`config.mk`:
```
export PLATFORM = sky130hd
export DESIGN_NAME = anagram_window_search_unit
export DESIGN_NICKNAME = d
export VERILOG_FILES = /design/src/awsu_pkg.sv /design/src/awsu_ram.sv /design/src/awsu_diff_table.sv /design/src/anagram_window_search_unit.sv
export VERILOG_INCLUDE_DIRS = /design/src /design/src/src
export SDC_FILE = /design/constraint.sdc
export NUM_CORES = 2
export LEC_CHECK = 0
export BUFFER_PORTS_ARGS = -buffer_cell sky130_fd_sc_hd__buf_2
export CAP_MARGIN = 20
export CORE_MARGIN = 2
export CORE_UTILIZATION = 53
export DETAILED_ROUTE_END_ITERATION = 10
export HOLD_SLACK_MARGIN = 0.1
export PLACE_DENSITY = 0.73
export SETUP_SLACK_MARGIN = 0.1
export SLEW_MARGIN = 20
export SYNTH_ARGS = -nofsm -noshare
export SYNTH_HDL_FRONTEND = slang
export SYNTH_SLANG_ARGS = --single-unit
```
`constraint.sdc`:
```
create_clock -name i_clk -period 9.5 [get_ports i_clk]
set_input_delay 0.95 -clock i_clk [delete_from_list [all_inputs] [get_ports i_clk]]
set_output_delay 0.95 -clock i_clk [all_outputs]
set_load 0.05 [all_outputs]
```
`src/anagram_window_search_unit_macros.svh`:
```
`ifndef ANAGRAM_WINDOW_SEARCH_UNIT_MACROS_SVH
`define ANAGRAM_WINDOW_SEARCH_UNIT_MACROS_SVH

// same-cycle implication
`define AWSU_ASSERT_IMP(label, clk, rst_n, ante, cons, msg) \
    label: assert property (@(posedge clk) disable iff (!rst_n) (ante) |-> (cons)) \
        else $error(msg);

// next-cycle implication
`define AWSU_ASSERT_NXT(label, clk, rst_n, ante, cons, msg) \
    label: assert property (@(posedge clk) disable iff (!rst_n) (ante) |=> (cons)) \
        else $error(msg);

`endif

```
`src/awsu_pkg.sv`:
```
package awsu_pkg;

    localparam int SYM_W      = 8;
    localparam int SYM_NUM    = 256;
    localparam int NZ_W       = 9;
    localparam int REQ_W      = 2;
    localparam int POSITION_W = 16;

    localparam logic [REQ_W-1:0] REQ_CLEAR   = 2'd0;
    localparam logic [REQ_W-1:0] REQ_PATTERN = 2'd1;
    localparam logic [REQ_W-1:0] REQ_TEXT    = 2'd2;

    typedef enum logic [1:0] {
        S_IDLE,
        S_TXT,
        S_WIN,
        S_PAT
    } t_state;

    // one +1/-1 update of a difference table entry
    typedef struct packed {
        logic             valid;
        logic [SYM_W-1:0] sym;
        logic             inc;
    } t_adj;

    typedef struct packed {
        logic            busy;
        logic [NZ_W-1:0] nonzero_next;
    } t_tbl_stat;

endpackage

```
`src/awsu_ram.sv`:
```
module awsu_ram #(
    parameter int WIDTH = 8,
    parameter int DEPTH = 16,
    localparam int AW = (DEPTH > 1) ? $clog2(DEPTH) : 1
) (
    input  logic             i_clk,
    input  logic             i_we,
    input  logic [AW-1:0]    i_waddr,
    input  logic [WIDTH-1:0] i_wdata,
    input  logic [AW-1:0]    i_raddr,
    output logic [WIDTH-1:0] o_rdata
);

    logic [WIDTH-1:0] r_mem [DEPTH];
    logic [WIDTH-1:0] r_rdata;

    // read returns the old word on a same-address write
    always_ff @(posedge i_clk) begin
        if (i_we) begin
            r_mem[i_waddr] <= i_wdata;
        end
        r_rdata <= r_mem[i_raddr];
    end

    assign o_rdata = r_rdata;

endmodule

```
`src/awsu_diff_table.sv`:
```
`include "anagram_window_search_unit_macros.svh"

module awsu_diff_table #(
    parameter int MAX_PAT = 16
) (
    input  logic                 i_clk,
    input  logic                 i_rst_n,
    input  awsu_pkg::t_adj       i_adj,
    output awsu_pkg::t_tbl_stat  o_stat
);

    localparam int DW = $clog2(MAX_PAT + 1) + 1;
    localparam int NZ_W = awsu_pkg::NZ_W;
    localparam int SYM_W = awsu_pkg::SYM_W;

    awsu_pkg::t_adj     r_stg;
    logic               r_clearing;
    logic [SYM_W-1:0]   r_clr_cnt;
    logic               r_lw_v;
    logic [SYM_W-1:0]   r_lw_sym;
    logic [DW-1:0]      r_lw_data;
    logic [NZ_W-1:0]    r_nonzero;

    logic [DW-1:0]      ram_rdata;
    logic               c_we;
    logic [SYM_W-1:0]   c_waddr;
    logic [DW-1:0]      c_wdata;
    logic [DW-1:0]      c_old;
    logic [DW-1:0]      c_new;
    logic [NZ_W-1:0]    c_nz_next;

    awsu_ram #(
        .WIDTH (DW),
        .DEPTH (awsu_pkg::SYM_NUM)
    ) u_ram (
        .i_clk   (i_clk),
        .i_we    (c_we),
        .i_waddr (c_waddr),
        .i_wdata (c_wdata),
        .i_raddr (i_adj.sym),
        .o_rdata (ram_rdata)
    );

    // forward the last write when the same symbol comes back to back
    always_comb begin
        c_old = (r_lw_v && (r_lw_sym == r_stg.sym)) ? r_lw_data : ram_rdata;
        c_new = r_stg.inc ? c_old + DW'(1) : c_old - DW'(1);
        c_nz_next = r_nonzero;
        if (r_stg.valid) begin
            if (c_old == '0) begin
                c_nz_next = r_nonzero + NZ_W'(1);
            end else if (c_new == '0) begin
                c_nz_next = r_nonzero - NZ_W'(1);
            end
        end
        if (r_clearing) begin
            c_we    = 1'b1;
            c_waddr = r_clr_cnt;
            c_wdata = '0;
        end else begin
            c_we    = r_stg.valid;
            c_waddr = r_stg.sym;
            c_wdata = c_new;
        end
    end

    always_ff @(posedge i_clk) begin
        if (!i_rst_n) begin
            r_stg      <= '0;
            r_clearing <= 1'b1;
            r_clr_cnt  <= '0;
            r_lw_v     <= 1'b0;
            r_nonzero  <= '0;
        end else begin
            r_stg     <= i_adj;
            r_nonzero <= c_nz_next;
            if (r_clearing) begin
                r_clr_cnt <= r_clr_cnt + SYM_W'(1);
                if (r_clr_cnt == SYM_W'(awsu_pkg::SYM_NUM - 1)) begin
                    r_clearing <= 1'b0;
                end
            end
            if (r_stg.valid) begin
                r_lw_v <= 1'b1;
            end
        end
    end

    always_ff @(posedge i_clk) begin
        if (r_stg.valid) begin
            r_lw_sym  <= r_stg.sym;
            r_lw_data <= c_new;
        end
    end

    assign o_stat.busy         = r_clearing;
    assign o_stat.nonzero_next = c_nz_next;

    `AWSU_ASSERT_IMP(a_no_adj_in_clear, i_clk, i_rst_n, r_clearing, !i_adj.valid, "update during clear")
    `AWSU_ASSERT_IMP(a_nz_range, i_clk, i_rst_n, !r_clearing, c_nz_next <= NZ_W'(awsu_pkg::SYM_NUM), "nonzero count out of range")

endmodule

```
`src/anagram_window_search_unit.sv`:
```
// channel | valid   | stall   | payload
// in      | i_valid | o_stall | i_req_type, i_ch, i_last
// out     | o_valid | i_stall | o_found, o_position, o_overflow
// With a full window a text byte first reads the outgoing symbol from the ring.
// A pattern byte walks the current window back out of the table.
//   A last text byte also walks its window back out once its result is registered.
//   A clear walks the window out as a pattern byte does, then walks the pattern out.
// After reset the 256-entry difference table is swept to zero: requests stall until the sweep ends.
// The result sits in an output register; only a last text byte waits on a stalled result.
`include "anagram_window_search_unit_macros.svh"

module anagram_window_search_unit #(
    parameter int MAX_PAT  = 16,
    parameter int POS_BITS = 16
) (
    input  logic                                i_clk,
    input  logic                                i_rst_n,
    input  logic                                i_valid,
    output logic                                o_stall,
    input  logic [awsu_pkg::REQ_W-1:0]          i_req_type,
    input  logic [awsu_pkg::SYM_W-1:0]          i_ch,
    input  logic                                i_last,
    output logic                                o_valid,
    input  logic                                i_stall,
    output logic                                o_found,
    output logic [awsu_pkg::POSITION_W-1:0]     o_position,
    output logic                                o_overflow
);

    localparam int PW = (MAX_PAT > 1) ? $clog2(MAX_PAT) : 1;
    localparam int LW = $clog2(MAX_PAT + 1);
    localparam int TW = POS_BITS + 1;
    localparam int SYM_W = awsu_pkg::SYM_W;
    localparam int POSITION_W = awsu_pkg::POSITION_W;
    localparam logic [LW-1:0] LEN_MAX  = LW'(MAX_PAT);
    localparam logic [PW-1:0] PTR_LAST = PW'(MAX_PAT - 1);

    awsu_pkg::t_state    r_state, n_state;
    logic [LW-1:0]       r_len, n_len;
    logic                r_pat_over, n_pat_over;
    logic [TW-1:0]       r_tp, n_tp;
    logic [PW-1:0]       r_ring_ptr, n_ring_ptr;
    logic                r_match, n_match;
    logic [POS_BITS-1:0] r_mpos, n_mpos;
    logic                r_tovf, n_tovf;
    logic                r_last, n_last;
    logic [PW-1:0]       r_walk_ptr, n_walk_ptr;
    logic [LW-1:0]       r_walk_cnt, n_walk_cnt;
    logic                r_then_pat, n_then_pat;
    logic                r_rd_pend, n_rd_pend;
    logic                r_rd_src, n_rd_src;
    logic                r_rd_inc, n_rd_inc;
    logic                r_ovalid, n_ovalid;
    logic                r_ofound, n_ofound;
    logic [POSITION_W-1:0] r_opos, n_opos;
    logic                r_oovf, n_oovf;

    awsu_pkg::t_adj      adj;
    awsu_pkg::t_tbl_stat tbl_stat;
    logic [SYM_W-1:0]    ring_rdata;
    logic [SYM_W-1:0]    pat_rdata;

    logic                c_accept;
    logic                c_direct_v;
    logic                c_direct_inc;
    logic                c_ring_we;
    logic                c_pat_we;
    logic [PW-1:0]       c_ring_raddr;
    logic [PW-1:0]       c_ring_next;
    logic [PW-1:0]       c_walk_prev;
    logic [LW:0]         c_ptr_ext;
    logic [LW:0]         c_len_ext;
    logic [LW:0]         c_old_full;
    logic [PW-1:0]       c_old_slot;
    logic [TW-1:0]       c_tp_inc;
    logic [TW-1:0]       c_tp_after;
    logic [LW-1:0]       c_win_now;
    logic [LW-1:0]       c_win_after;
    logic                c_beyond;
    logic                c_hit;
    logic                c_match_n;
    logic [POS_BITS-1:0] c_mpos_n;
    logic [31:0]         c_pos_wide;
    logic                c_tovf_n;

    awsu_diff_table #(
        .MAX_PAT (MAX_PAT)
    ) u_table (
        .i_clk   (i_clk),
        .i_rst_n (i_rst_n),
        .i_adj   (adj),
        .o_stat  (tbl_stat)
    );

    awsu_ram #(
        .WIDTH (SYM_W),
        .DEPTH (MAX_PAT)
    ) u_ring (
        .i_clk   (i_clk),
        .i_we    (c_ring_we),
        .i_waddr (r_ring_ptr),
        .i_wdata (i_ch),
        .i_raddr (c_ring_raddr),
        .o_rdata (ring_rdata)
    );

    awsu_ram #(
        .WIDTH (SYM_W),
        .DEPTH (MAX_PAT)
    ) u_pattern (
        .i_clk   (i_clk),
        .i_we    (c_pat_we),
        .i_waddr (r_len[PW-1:0]),
        .i_wdata (i_ch),
        .i_raddr (r_walk_ptr),
        .o_rdata (pat_rdata)
    );

    assign o_stall  = (r_state != awsu_pkg::S_IDLE) || tbl_stat.busy;
    assign c_accept = i_valid && !o_stall;

    // ring slot of the symbol leaving the window
    always_comb begin
        c_ptr_ext  = (LW + 1)'(r_ring_ptr);
        c_len_ext  = (LW + 1)'(r_len);
        c_old_full = (c_ptr_ext >= c_len_ext) ? c_ptr_ext - c_len_ext
                                              : c_ptr_ext + (LW + 1)'(MAX_PAT) - c_len_ext;
        c_old_slot = c_old_full[PW-1:0];
    end

    always_comb begin
        c_ring_next = (r_ring_ptr == PTR_LAST) ? '0 : r_ring_ptr + PW'(1);
        c_walk_prev = (r_walk_ptr == '0) ? PTR_LAST : r_walk_ptr - PW'(1);
        c_tp_inc    = r_tp + TW'(1);
        c_beyond    = r_tp[POS_BITS];
        c_tp_after  = c_beyond ? r_tp : c_tp_inc;
        c_win_now   = (r_tp >= TW'(r_len)) ? r_len : r_tp[LW-1:0];
        c_win_after = (c_tp_after >= TW'(r_len)) ? r_len : c_tp_after[LW-1:0];
        c_hit       = (r_len == '0) ||
                      ((c_tp_inc >= TW'(r_len)) && (tbl_stat.nonzero_next == '0));
        c_match_n   = r_match || c_hit;
        if (r_match) begin
            c_mpos_n = r_mpos;
        end else if (r_len == '0 || !c_hit) begin
            c_mpos_n = '0;
        end else if (c_beyond) begin
            c_mpos_n = '1;
        end else begin
            c_mpos_n = POS_BITS'(c_tp_inc - TW'(r_len));
        end
        c_pos_wide  = 32'(c_mpos_n);
        c_tovf_n    = r_tovf || c_beyond;
    end

    // pending reads feed the registered ring or pattern read word to the table
    always_comb begin
        adj.valid = r_rd_pend || c_direct_v;
        adj.sym   = r_rd_pend ? (r_rd_src ? pat_rdata : ring_rdata) : i_ch;
        adj.inc   = r_rd_pend ? r_rd_inc : c_direct_inc;
    end

    always_comb begin
        n_state      = r_state;
        n_len        = r_len;
        n_pat_over   = r_pat_over;
        n_tp         = r_tp;
        n_ring_ptr   = r_ring_ptr;
        n_match      = r_match;
        n_mpos       = r_mpos;
        n_tovf       = r_tovf;
        n_last       = r_last;
        n_walk_ptr   = r_walk_ptr;
        n_walk_cnt   = r_walk_cnt;
        n_then_pat   = r_then_pat;
        n_rd_pend    = 1'b0;
        n_rd_src     = r_rd_src;
        n_rd_inc     = r_rd_inc;
        n_ovalid     = r_ovalid && i_stall;
        n_ofound     = r_ofound;
        n_opos       = r_opos;
        n_oovf       = r_oovf;
        c_direct_v   = 1'b0;
        c_direct_inc = 1'b0;
        c_ring_we    = 1'b0;
        c_pat_we     = 1'b0;
        c_ring_raddr = c_old_slot;

        unique case (r_state)
            awsu_pkg::S_IDLE: begin
                if (c_accept) begin
                    unique case (i_req_type)
                        awsu_pkg::REQ_CLEAR: begin
                            n_walk_ptr = r_ring_ptr;
                            n_walk_cnt = c_win_now;
                            n_then_pat = 1'b1;
                            n_tp       = '0;
                            n_ring_ptr = '0;
                            n_match    = 1'b0;
                            n_mpos     = '0;
                            n_tovf     = 1'b0;
                            n_state    = awsu_pkg::S_WIN;
                        end
                        awsu_pkg::REQ_PATTERN: begin
                            n_walk_ptr = r_ring_ptr;
                            n_walk_cnt = c_win_now;
                            n_then_pat = 1'b0;
                            n_tp       = '0;
                            n_ring_ptr = '0;
                            n_match    = 1'b0;
                            n_mpos     = '0;
                            n_tovf     = 1'b0;
                            if (r_len != LEN_MAX) begin
                                c_pat_we     = 1'b1;
                                c_direct_v   = 1'b1;
                                c_direct_inc = 1'b1;
                                n_len        = r_len + LW'(1);
                            end else begin
                                n_pat_over = 1'b1;
                            end
                            n_state = awsu_pkg::S_WIN;
                        end
                        awsu_pkg::REQ_TEXT: begin
                            n_last = i_last;
                            if (r_len != '0) begin
                                c_ring_we    = 1'b1;
                                n_ring_ptr   = c_ring_next;
                                c_direct_v   = 1'b1;
                                c_direct_inc = 1'b0;
                                if (r_tp >= TW'(r_len)) begin
                                    n_rd_pend = 1'b1;
                                    n_rd_src  = 1'b0;
                                    n_rd_inc  = 1'b1;
                                end
                            end
                            n_state = awsu_pkg::S_TXT;
                        end
                        default: begin
                        end
                    endcase
                end
            end
            awsu_pkg::S_TXT: begin
                if (!r_rd_pend) begin
                    if (!r_last) begin
                        n_match = c_match_n;
                        n_mpos  = c_mpos_n;
                        n_tovf  = c_tovf_n;
                        n_tp    = c_tp_after;
                        n_state = awsu_pkg::S_IDLE;
                    end else if (!r_ovalid || !i_stall) begin
                        n_ovalid   = 1'b1;
                        n_ofound   = c_match_n;
                        n_opos     = c_pos_wide[POSITION_W-1:0];
                        n_oovf     = c_tovf_n || r_pat_over;
                        n_walk_ptr = r_ring_ptr;
                        n_walk_cnt = c_win_after;
                        n_then_pat = 1'b0;
                        n_tp       = '0;
                        n_ring_ptr = '0;
                        n_match    = 1'b0;
                        n_mpos     = '0;
                        n_tovf     = 1'b0;
                        n_state    = awsu_pkg::S_WIN;
                    end
                end
            end
            awsu_pkg::S_WIN: begin
                c_ring_raddr = c_walk_prev;
                if (r_walk_cnt != '0) begin
                    n_walk_ptr = c_walk_prev;
                    n_walk_cnt = r_walk_cnt - LW'(1);
                    n_rd_pend  = 1'b1;
                    n_rd_src   = 1'b0;
                    n_rd_inc   = 1'b1;
                end else if (!r_rd_pend) begin
                    if (r_then_pat) begin
                        n_walk_ptr = '0;
                        n_walk_cnt = r_len;
                        n_len      = '0;
                        n_pat_over = 1'b0;
                        n_state    = awsu_pkg::S_PAT;
                    end else begin
                        n_state = awsu_pkg::S_IDLE;
                    end
                end
            end
            awsu_pkg::S_PAT: begin
                if (r_walk_cnt != '0) begin
                    n_walk_ptr = r_walk_ptr + PW'(1);
                    n_walk_cnt = r_walk_cnt - LW'(1);
                    n_rd_pend  = 1'b1;
                    n_rd_src   = 1'b1;
                    n_rd_inc   = 1'b0;
                end else if (!r_rd_pend) begin
                    n_state = awsu_pkg::S_IDLE;
                end
            end
            default: begin
                n_state = awsu_pkg::S_IDLE;
            end
        endcase
    end

    always_ff @(posedge i_clk) begin
        if (!i_rst_n) begin
            r_state <= awsu_pkg::S_IDLE;
        end else begin
            r_state <= n_state;
        end
    end

    always_ff @(posedge i_clk) begin
        if (!i_rst_n) begin
            r_len      <= '0;
            r_pat_over <= 1'b0;
            r_tp       <= '0;
            r_ring_ptr <= '0;
            r_match    <= 1'b0;
            r_mpos     <= '0;
            r_tovf     <= 1'b0;
            r_walk_cnt <= '0;
            r_then_pat <= 1'b0;
            r_rd_pend  <= 1'b0;
            r_ovalid   <= 1'b0;
        end else begin
            r_len      <= n_len;
            r_pat_over <= n_pat_over;
            r_tp       <= n_tp;
            r_ring_ptr <= n_ring_ptr;
            r_match    <= n_match;
            r_mpos     <= n_mpos;
            r_tovf     <= n_tovf;
            r_walk_cnt <= n_walk_cnt;
            r_then_pat <= n_then_pat;
            r_rd_pend  <= n_rd_pend;
            r_ovalid   <= n_ovalid;
        end
    end

    always_ff @(posedge i_clk) begin
        r_last     <= n_last;
        r_walk_ptr <= n_walk_ptr;
        r_rd_src   <= n_rd_src;
        r_rd_inc   <= n_rd_inc;
        r_ofound   <= n_ofound;
        r_opos     <= n_opos;
        r_oovf     <= n_oovf;
    end

    assign o_valid    = r_ovalid;
    assign o_found    = r_ofound;
    assign o_position = r_opos;
    assign o_overflow = r_oovf;

    `AWSU_ASSERT_IMP(a_pend_not_idle, i_clk, i_rst_n, r_rd_pend, r_state != awsu_pkg::S_IDLE, "pending read in idle")
    `AWSU_ASSERT_IMP(a_len_range, i_clk, i_rst_n, 1'b1, r_len <= LEN_MAX, "pattern length out of range")
    `AWSU_ASSERT_NXT(a_result_held, i_clk, i_rst_n, (r_state == awsu_pkg::S_TXT) && !r_rd_pend && r_last && r_ovalid && i_stall, r_state == awsu_pkg::S_TXT, "result overwritten")
    `AWSU_ASSERT_IMP(a_pos_zero, i_clk, i_rst_n, r_ovalid && !r_ofound, r_opos == '0, "position set without match")

endmodule
```
* Yosys cells after proc, flatten, opt, wreduce, memory -nomap -nowiden
Memories as Yosys holds them, arrays and structs flattened. A register that Yosys moved wholly into a read port is not among the register bits.
Cells that the tools add are included.
** Storage, ports and cells
- Register bits after elaboration :: 123
- Memory bits (writable) :: 1792
- Input bits :: 15
- Output and inout port bits :: 20
- Logic and storage cells :: 265
- Memories kept :: 3
** Cells by class
- Add/subtract/negate cells :: 15
- $lt $le $gt $ge :: 4
- Equality and inequality tests :: 33
- Mux-type cells :: 140
- Bitwise operators :: 1
- Reductions and logical operators :: 41
** Memory list
- u_table.u_ram.r_mem :: words 256, width 6, read ports 1, clocked after Yosys merged registers in 1, write ports 1, RTL line awsu_ram.sv:14 : logic [WIDTH-1:0] r_mem [DEPTH];
- u_pattern.r_mem :: words 16, width 8, read ports 1, clocked after Yosys merged registers in 1, write ports 1, RTL line awsu_ram.sv:14
- u_ring.r_mem :: words 16, width 8, read ports 1, clocked after Yosys merged registers in 1, write ports 1, RTL line awsu_ram.sv:14
** Operators by type and width (count)
- 2-to-1 mux 16 bit :: 8
- 2-to-1 mux 17 bit :: 6
- 2-to-1 mux 5 bit :: 17
- 2-to-1 mux 4 bit :: 18
- 2-to-1 mux 1 bit :: 55
- >= comparator 17 x 5 -> 1 bit :: 3
- one-hot mux 17 bit (2 select lines) :: 1
- inequality test 2 bit, second input constant :: 16
- one-hot mux 16 bit (2 select lines) :: 1
- AND reduction 7 bit :: 4
- 2-to-1 mux 9 bit :: 3
- 2-to-1 mux 8 bit :: 3
- one-hot mux 5 bit (4 select lines) :: 1
- 2-to-1 mux 2 bit :: 9
- 2-to-1 mux 6 bit :: 3
- adder 17 x 1 -> 17 bit, second input constant :: 1
- one-hot mux 4 bit (2 select lines) :: 2
- one-hot mux 4 bit (4 select lines) :: 1
- AND reduction 8 bit :: 2
- subtractor 16 x 5 -> 16 bit :: 1
- one-hot mux 1 bit (2 select lines) :: 7
- adder 4 x 1 -> 4 bit, second input constant :: 3
- logical NOT 6 bit :: 2
- inequality test 3 bit, second input constant :: 4
- 39 further kinds :: 63

* Longest topological paths before layout
- Depth in word-level cells :: 19
- Gate-level depth with buffers :: 18
- Depth with buffers taken out :: 15

* Cells and area by module
From an unflattened synthesis, not the netlist that was laid out.
** Unflattened totals
- Cell total of the unflattened synthesis :: 4405
- Area, all modules :: 78771.8 sq um
** By module, submodules not included
- awsu_ram (u_table.u_ram) :: times used 1, cells each 2964, area an instance 60073.9 sq um, seq. area each 46244.4 sq um
- awsu_ram (u_pattern ...) :: times used 2, cells each 229, area an instance 5147.4 sq um, seq. area each 4003.8 sq um
- anagram_window_search_unit :: times used 1, cells each 718, area an instance 5904.4 sq um, seq. area each 1851.8 sq um
- awsu_diff_table :: times used 1, cells each 265, area an instance 2498.6 sq um, seq. area each 1001.0 sq um

* Worst setup path before layout
Ideal clock, no wire load.
- Path type :: reg2reg
- Start :: register u_table.r_lw_sym[4]
- End :: memory u_table.u_ram.r_mem[0][5] (netlist bit) (data pin)
- Setup time :: 1.460 ns
- Data arrival time :: 9.105 ns
- Required time :: 8.040 ns
- Slack :: -1.065 ns
- Stages on the path, launching flop included :: 13
- Buffers on the path :: 1
- Period minus slack after synthesis :: 10.565 ns
- Path through :: edfxtp_1 xnor2_1 nand4_2 nor3_4 mux2_2 ha_1 a21o_1 a21o_1 a21oi_1 o211ai_2 xnor2_2 buf_6 nor2b_1
** On the way
- Cells in the longest elaborated chain, start to end :: 6
- Elaborated cells on any way between the ends :: 7
- Those cells by class :: add/sub: 2; eq/ne: 1; mux: 3; reduce/logical: 1
** RTL lines
- start, declared :: RTL line awsu_diff_table.sv:20 : logic [SYM_W-1:0] r_lw_sym;
- start signal, assigned :: RTL line awsu_diff_table.sv:91 : r_lw_sym <= r_stg.sym;
- equality test 8 bit * :: RTL line awsu_diff_table.sv:46 : c_old = (r_lw_v && (r_lw_sym == r_stg.sym)) ? r_lw_data : ram_rdata;
- logical AND 1 bit * :: RTL line awsu_diff_table.sv:46
- 2-to-1 mux 6 bit * :: RTL line awsu_diff_table.sv:46
- subtractor 6 x 1 -> 6 bit or adder 6 x 1 -> 6 bit (tied branches) :: RTL line awsu_diff_table.sv:47 : c_new = r_stg.inc ? c_old + DW'(1) : c_old - DW'(1);
- 2-to-1 mux 6 bit * :: RTL line awsu_diff_table.sv:47
- net u_table.c_new[5] :: RTL line awsu_diff_table.sv:29 : logic [DW-1:0] c_new;
- 2-to-1 mux 6 bit * :: RTL line awsu_diff_table.sv:56 : if (r_clearing) begin
- net u_table.c_wdata[5] :: RTL line awsu_diff_table.sv:27 : logic [DW-1:0] c_wdata;
- end, declared :: RTL line awsu_ram.sv:14
Mark *: on every way through the listed nets, which the timed path passes. The rest lies on a longest branch.

* Final worst setup path
- Start :: register u_table.r_stg[8] (netlist bit)
- End :: register r_opos[6] (netlist: o_position[6]) (data pin)
** On the way
- Cells in the longest elaborated chain, start to end :: 16
- Elaborated cells on any way between the ends :: 18
- Those cells by class :: add/sub: 2; eq/ne: 1; mux: 7; reduce/logical: 8
** RTL lines
- start, declared :: RTL line awsu_diff_table.sv:16 : awsu_pkg::t_adj r_stg;
- start signal, assigned :: RTL line awsu_diff_table.sv:75 : r_stg <= i_adj;
- equality test 8 bit * :: RTL line awsu_diff_table.sv:46
- logical AND 1 bit * :: RTL line awsu_diff_table.sv:46
- 2-to-1 mux 6 bit * :: RTL line awsu_diff_table.sv:46
- subtractor 6 x 1 -> 6 bit or adder 6 x 1 -> 6 bit (tied branches) :: RTL line awsu_diff_table.sv:47
- 2-to-1 mux 6 bit * :: RTL line awsu_diff_table.sv:47
- net u_table.c_new[4] :: RTL line awsu_diff_table.sv:29
- logical NOT 6 bit * :: RTL line awsu_diff_table.sv:52 : end else if (c_new == '0) begin
- 2-to-1 mux 9 bit * :: RTL line awsu_diff_table.sv:52
- [2 not listed]
- logical NOT 9 bit * :: RTL line anagram_window_search_unit.sv:140 : ((c_tp_inc >= TW'(r_len)) && (tbl_stat.nonzero_next == '0));
- logical AND 1 bit * :: RTL line anagram_window_search_unit.sv:140
- logical OR 1 bit * :: RTL line anagram_window_search_unit.sv:139 : c_hit = (r_len == '0) ||
- logical NOT 1 bit * :: RTL line anagram_window_search_unit.sv:144 : end else if (r_len == '0 || !c_hit) begin
- logical OR 1 bit * :: RTL line anagram_window_search_unit.sv:144
- 2-to-1 mux 16 bit * :: RTL line anagram_window_search_unit.sv:144
- 2-to-1 mux 16 bit * :: RTL line anagram_window_search_unit.sv:142 : if (r_match) begin
- net c_mpos_n[6] :: RTL line anagram_window_search_unit.sv:82 : logic [POS_BITS-1:0] c_mpos_n;
- end signal, assigned :: RTL line anagram_window_search_unit.sv:346 : r_opos <= n_opos;
- end, declared :: RTL line anagram_window_search_unit.sv:55 : logic [POSITION_W-1:0] r_opos, n_opos;
Marked as above.
A chain may end at the register's enable or synchronous reset.

==> run summary <==
status = complete, no violations
hold_buf cts = 0
Via density = 6.18
Clock H-tree levels = 4
# setup viols final = 0
PortBufs = 34
sequential power share = 0.540
CP startpoint kind = flop
crit path DAT = 6.03 ns
GPL Wtd Cong = 0.813
die height = 389 um
syn nets = 4,213
power per cell area = 196 nW/um2
sw power = 3.53 mW
flop2flop setup slack = 4.09 ns
CTS Sinks = 1,937
critical path class = flop to flop
antenna violations before repair = 1
worst slack at placement = 3.95 ns
Mean Syn Cell Area = 18.9 um2
Iter 0 DRT Violations = 4,169
row count = 141
crit path launch = u_table.r_stg[8]$_SDFF_PN0_
clock root cell = clkbuf_16
CP required = 10.12 ns
gr usage total = 0.224
worst-path fanout max = 34
CTS Buf Count = 188
cell with the most instances after synthesis = edfxtp_1
CTS tree = built
Comb pwr share = 0.030
worst relative slew slack = 0.219
Worst Hold Launch = i_last
Post-synth top cells = edfxtp_1, mux4_2, mux2i_1
layout cells sized above 1 = 0.209
delay-heaviest family, CP = simple AND/OR/NAND/NOR gates
period utilisation layout = 0.570
power share of the clock group = 0.430
DR DRC count = 0
IO Pins = 35
maximum vdd ir drop = 0.226 mV
end of the worst register-to-register path = o_position[6]$_DFFE_PP_
Register-to-Register Path Depth = 15
max incr delay on CP = 0.59 ns
worst path buffer plus inverter count = 0
endpoint class of the critical path = flop
internal power = 13.6 mW
fmax = 185 MHz
prevailing post-synth register cell = edfxtp_1
post-synthesis cell area = 78,600 um2
Antenna diodes = 0
Final min period = 5.41 ns
global-route wire length before repair = 253,000 um
DRT antenna net count = 0
synthesized flop and latch total = 1,937
die footprint = 151,000 um2
hold path cells = 1
max cap viols = 0
Fin Hold WS = 0.359 ns
area delta synth->final = 11.0%
CTS-repair resized insts = 0
asr flop ratio synth = 0
HPWL after DPL = 95,000 um
CTS Buffer Depth = 3
via count = 38,900
Final nets = 4,263
pin count of the biggest net entering global routing = 257
initial core utilization = 0.533
core area = 147,000 um2
worst-path cell chain = xnor2_1 -> nand3_1 -> nor3_4 -> mux2_2 -> fa_1 -> a21o_1 -> a21oi_1 -> xnor2_1 -> nor3b_1 -> mux2i_2 -> o311a_1 -> nand3_1 -> nor4_2 -> nand3_2 -> o31ai_1
total chip power = 17.1 mW
Skew-Pair Late Insertion Delay = 0.83 ns
skew final = 0.0615 ns
Seq/Total Area, Yosys = 0.726
final WL = 169,000 um
Worst Tran Pin Value = 1.17 ns
Lkg Pwr = 24.3 nW
number of synthesized flops with an enable pin = 1,831
post-synth top area share = 0.699
r2r startpoint = u_table.r_stg[8]$_SDFF_PN0_
sw frac = 0.206
Core Util, Final = 0.592
largest cells by area after synthesis = edfxtp_1, mux4_2, mux2i_1
Hold Crit Class = input port to flop
synth warn = 0
First-pass DRT Iterations = 5
final max-slew violation count = 0
Hold Crit Endpoint = r_last$_DFFE_PP_
grt total ovfl = 0
die width = 389 um
Netlist cell types = 77
Fin. Hold Viols = 0
min setup slack post-route = 4.09 ns
# fillers = 10,400
slowest CP cell = nand3_2
wire per inst = 26.8 um
vias in the first global route = 38,700
Worst-path clk slew = 0.06 ns
Cells after Synth = 4,152
Setup TNS = 0 ns
post-synth top area cell = edfxtp_1
number of setup buffers added after CTS = 0
RSZ-0062 raised after global routing = no
## per-layer routing
| layer | up-vias | GRT usage | wire length (um) | share of wire |
|---|---|---|---|---|
| met5 | - | 0 | 0 | 0 |
| met4 | 0 | 0.0677 | 4400 | 0.026 |
| met3 | 262 | 0.0365 | 11000 | 0.065 |
| met2 | 1502 | 0.366 | 84400 | 0.50 |
| met1 | 20300 | 0.313 | 68800 | 0.41 |
| li1 | 16800 | - | - | - |
## registers in the layout, summed over array words and instances, names as in the netlist, 4 cells and up
signal / count
u_ring.r_mem: 128
u_table.r_lw_data: 6
r_len: 5
u_pattern.o_rdata: 8
u_table.r_nonzero: 9
u_table.u_ram.r_mem: 1536
r_walk_cnt: 5
u_pattern.r_mem: 128
u_ring.o_rdata: 8
o_position: 16
u_table.r_clr_cnt: 8
u_table.r_lw_sym: 8
r_mpos: 16
u_table.u_ram.o_rdata: 6
u_table.r_stg: 10
r_walk_ptr: 4
r_ring_ptr: 4
r_tp: 17
## worst max path at each step
stage                                                 end  slack, ns  cells after the start
floorplan             u_table.u_ram.r_mem[0][2]$_DFFE_PP_       0.11                      7
detailed placement       u_table.u_ram.o_rdata[4]$_DFF_P_       3.95                     11
CTS                 u_table.u_ram.r_mem[193][5]$_DFFE_PP_       4.02                     12
finish                            o_position[6]$_DFFE_PP_       4.09                     15
global route                      o_position[6]$_DFFE_PP_       3.71                     15
global placement         u_table.u_ram.o_rdata[4]$_DFF_P_       4.04                     11
## worst register-to-register path, stage by stage (launching register included)
cell and delay (ns):
dfxtp_1 0.45, xnor2_1 0.16, nand3_1 0.21, nor3_4 0.48
mux2_2 0.46, fa_1 0.43, a21o_1 0.18, a21oi_1 0.20
xnor2_1 0.26, nor3b_1 0.13, mux2i_2 0.44, o311a_1 0.23
nand3_1 0.11, nor4_2 0.37, nand3_2 0.59, o31ai_1 0.50
## stage by stage
stage | instances | instance area, um2
floorplan | 4152 | 78600
finish | 6288 | 87300
CTS | 6284 | 87200
global route | 6288 | 87300
detailed placement | 5938 | 81100
global placement | 5938 | 81100
## final cells by class
type                       count  area (um2)  share of cell area
sequential                  1937       57100               0.654
tap                         1930        2410              0.0277
clock inverter               106        1050              0.0120
inverter                      43         161             0.00185
clock buffer                 240        5080              0.0582
multi-input combinational   1942       20700               0.237
timing repair buffer          90         781             0.00894
## cell families (layout without fill, tap and decap cells)
logic type | Yosys count | count (layout) | synth area share
compound gates | 225 | 225 | 0.0196
fa+ha+maj | 46 | 46 | 0.00761
mux | 868 | 868 | 0.183
flops | 1937 | 1937 | 0.726
simple gates | 738 | 738 | 0.0415
xor+xnor | 65 | 65 | 0.00743
buf+inv | 273 | 479 | 0.0144
## power groups by stage
stage | Sequential [mW] | Combinational [mW] | Clock, mW
after detailed placement | 9.44 | 0.519 | 0
after global routing | 9.26 | 0.545 | 7.80
after floorplan | 9.43 | 0.367 | 0
after CTS | 9.26 | 0.520 | 7.47
after global placement | 9.44 | 0.514 | 0
final | 9.26 | 0.515 | 7.37
## cell usage in the layout (no fill, tap or decap), drive strengths merged, types with 5 or more instances in the layout
cell / n
nand2b: 14
nor2: 389
or3: 8
clkinvlp: 8
and3: 16
edfxtp: 1831
o32ai: 10
dfxtp: 106
a21o: 9
mux2: 7
o31ai: 32
a22oi: 14
buf: 90
o21ai: 42
a21oi: 62
nor4: 18
inv: 47
nand2: 153
clkinv: 80
bufinv: 14
xnor2: 44
nand3b: 5
and2: 16
xor2: 21
nand4: 17
mux2i: 405
nor3: 25
ha: 43
clkbuf: 240
a211oi: 11
nor2b: 19
o21a: 6
nand3: 43
mux4: 456
(Power assumes the default switching activity.)
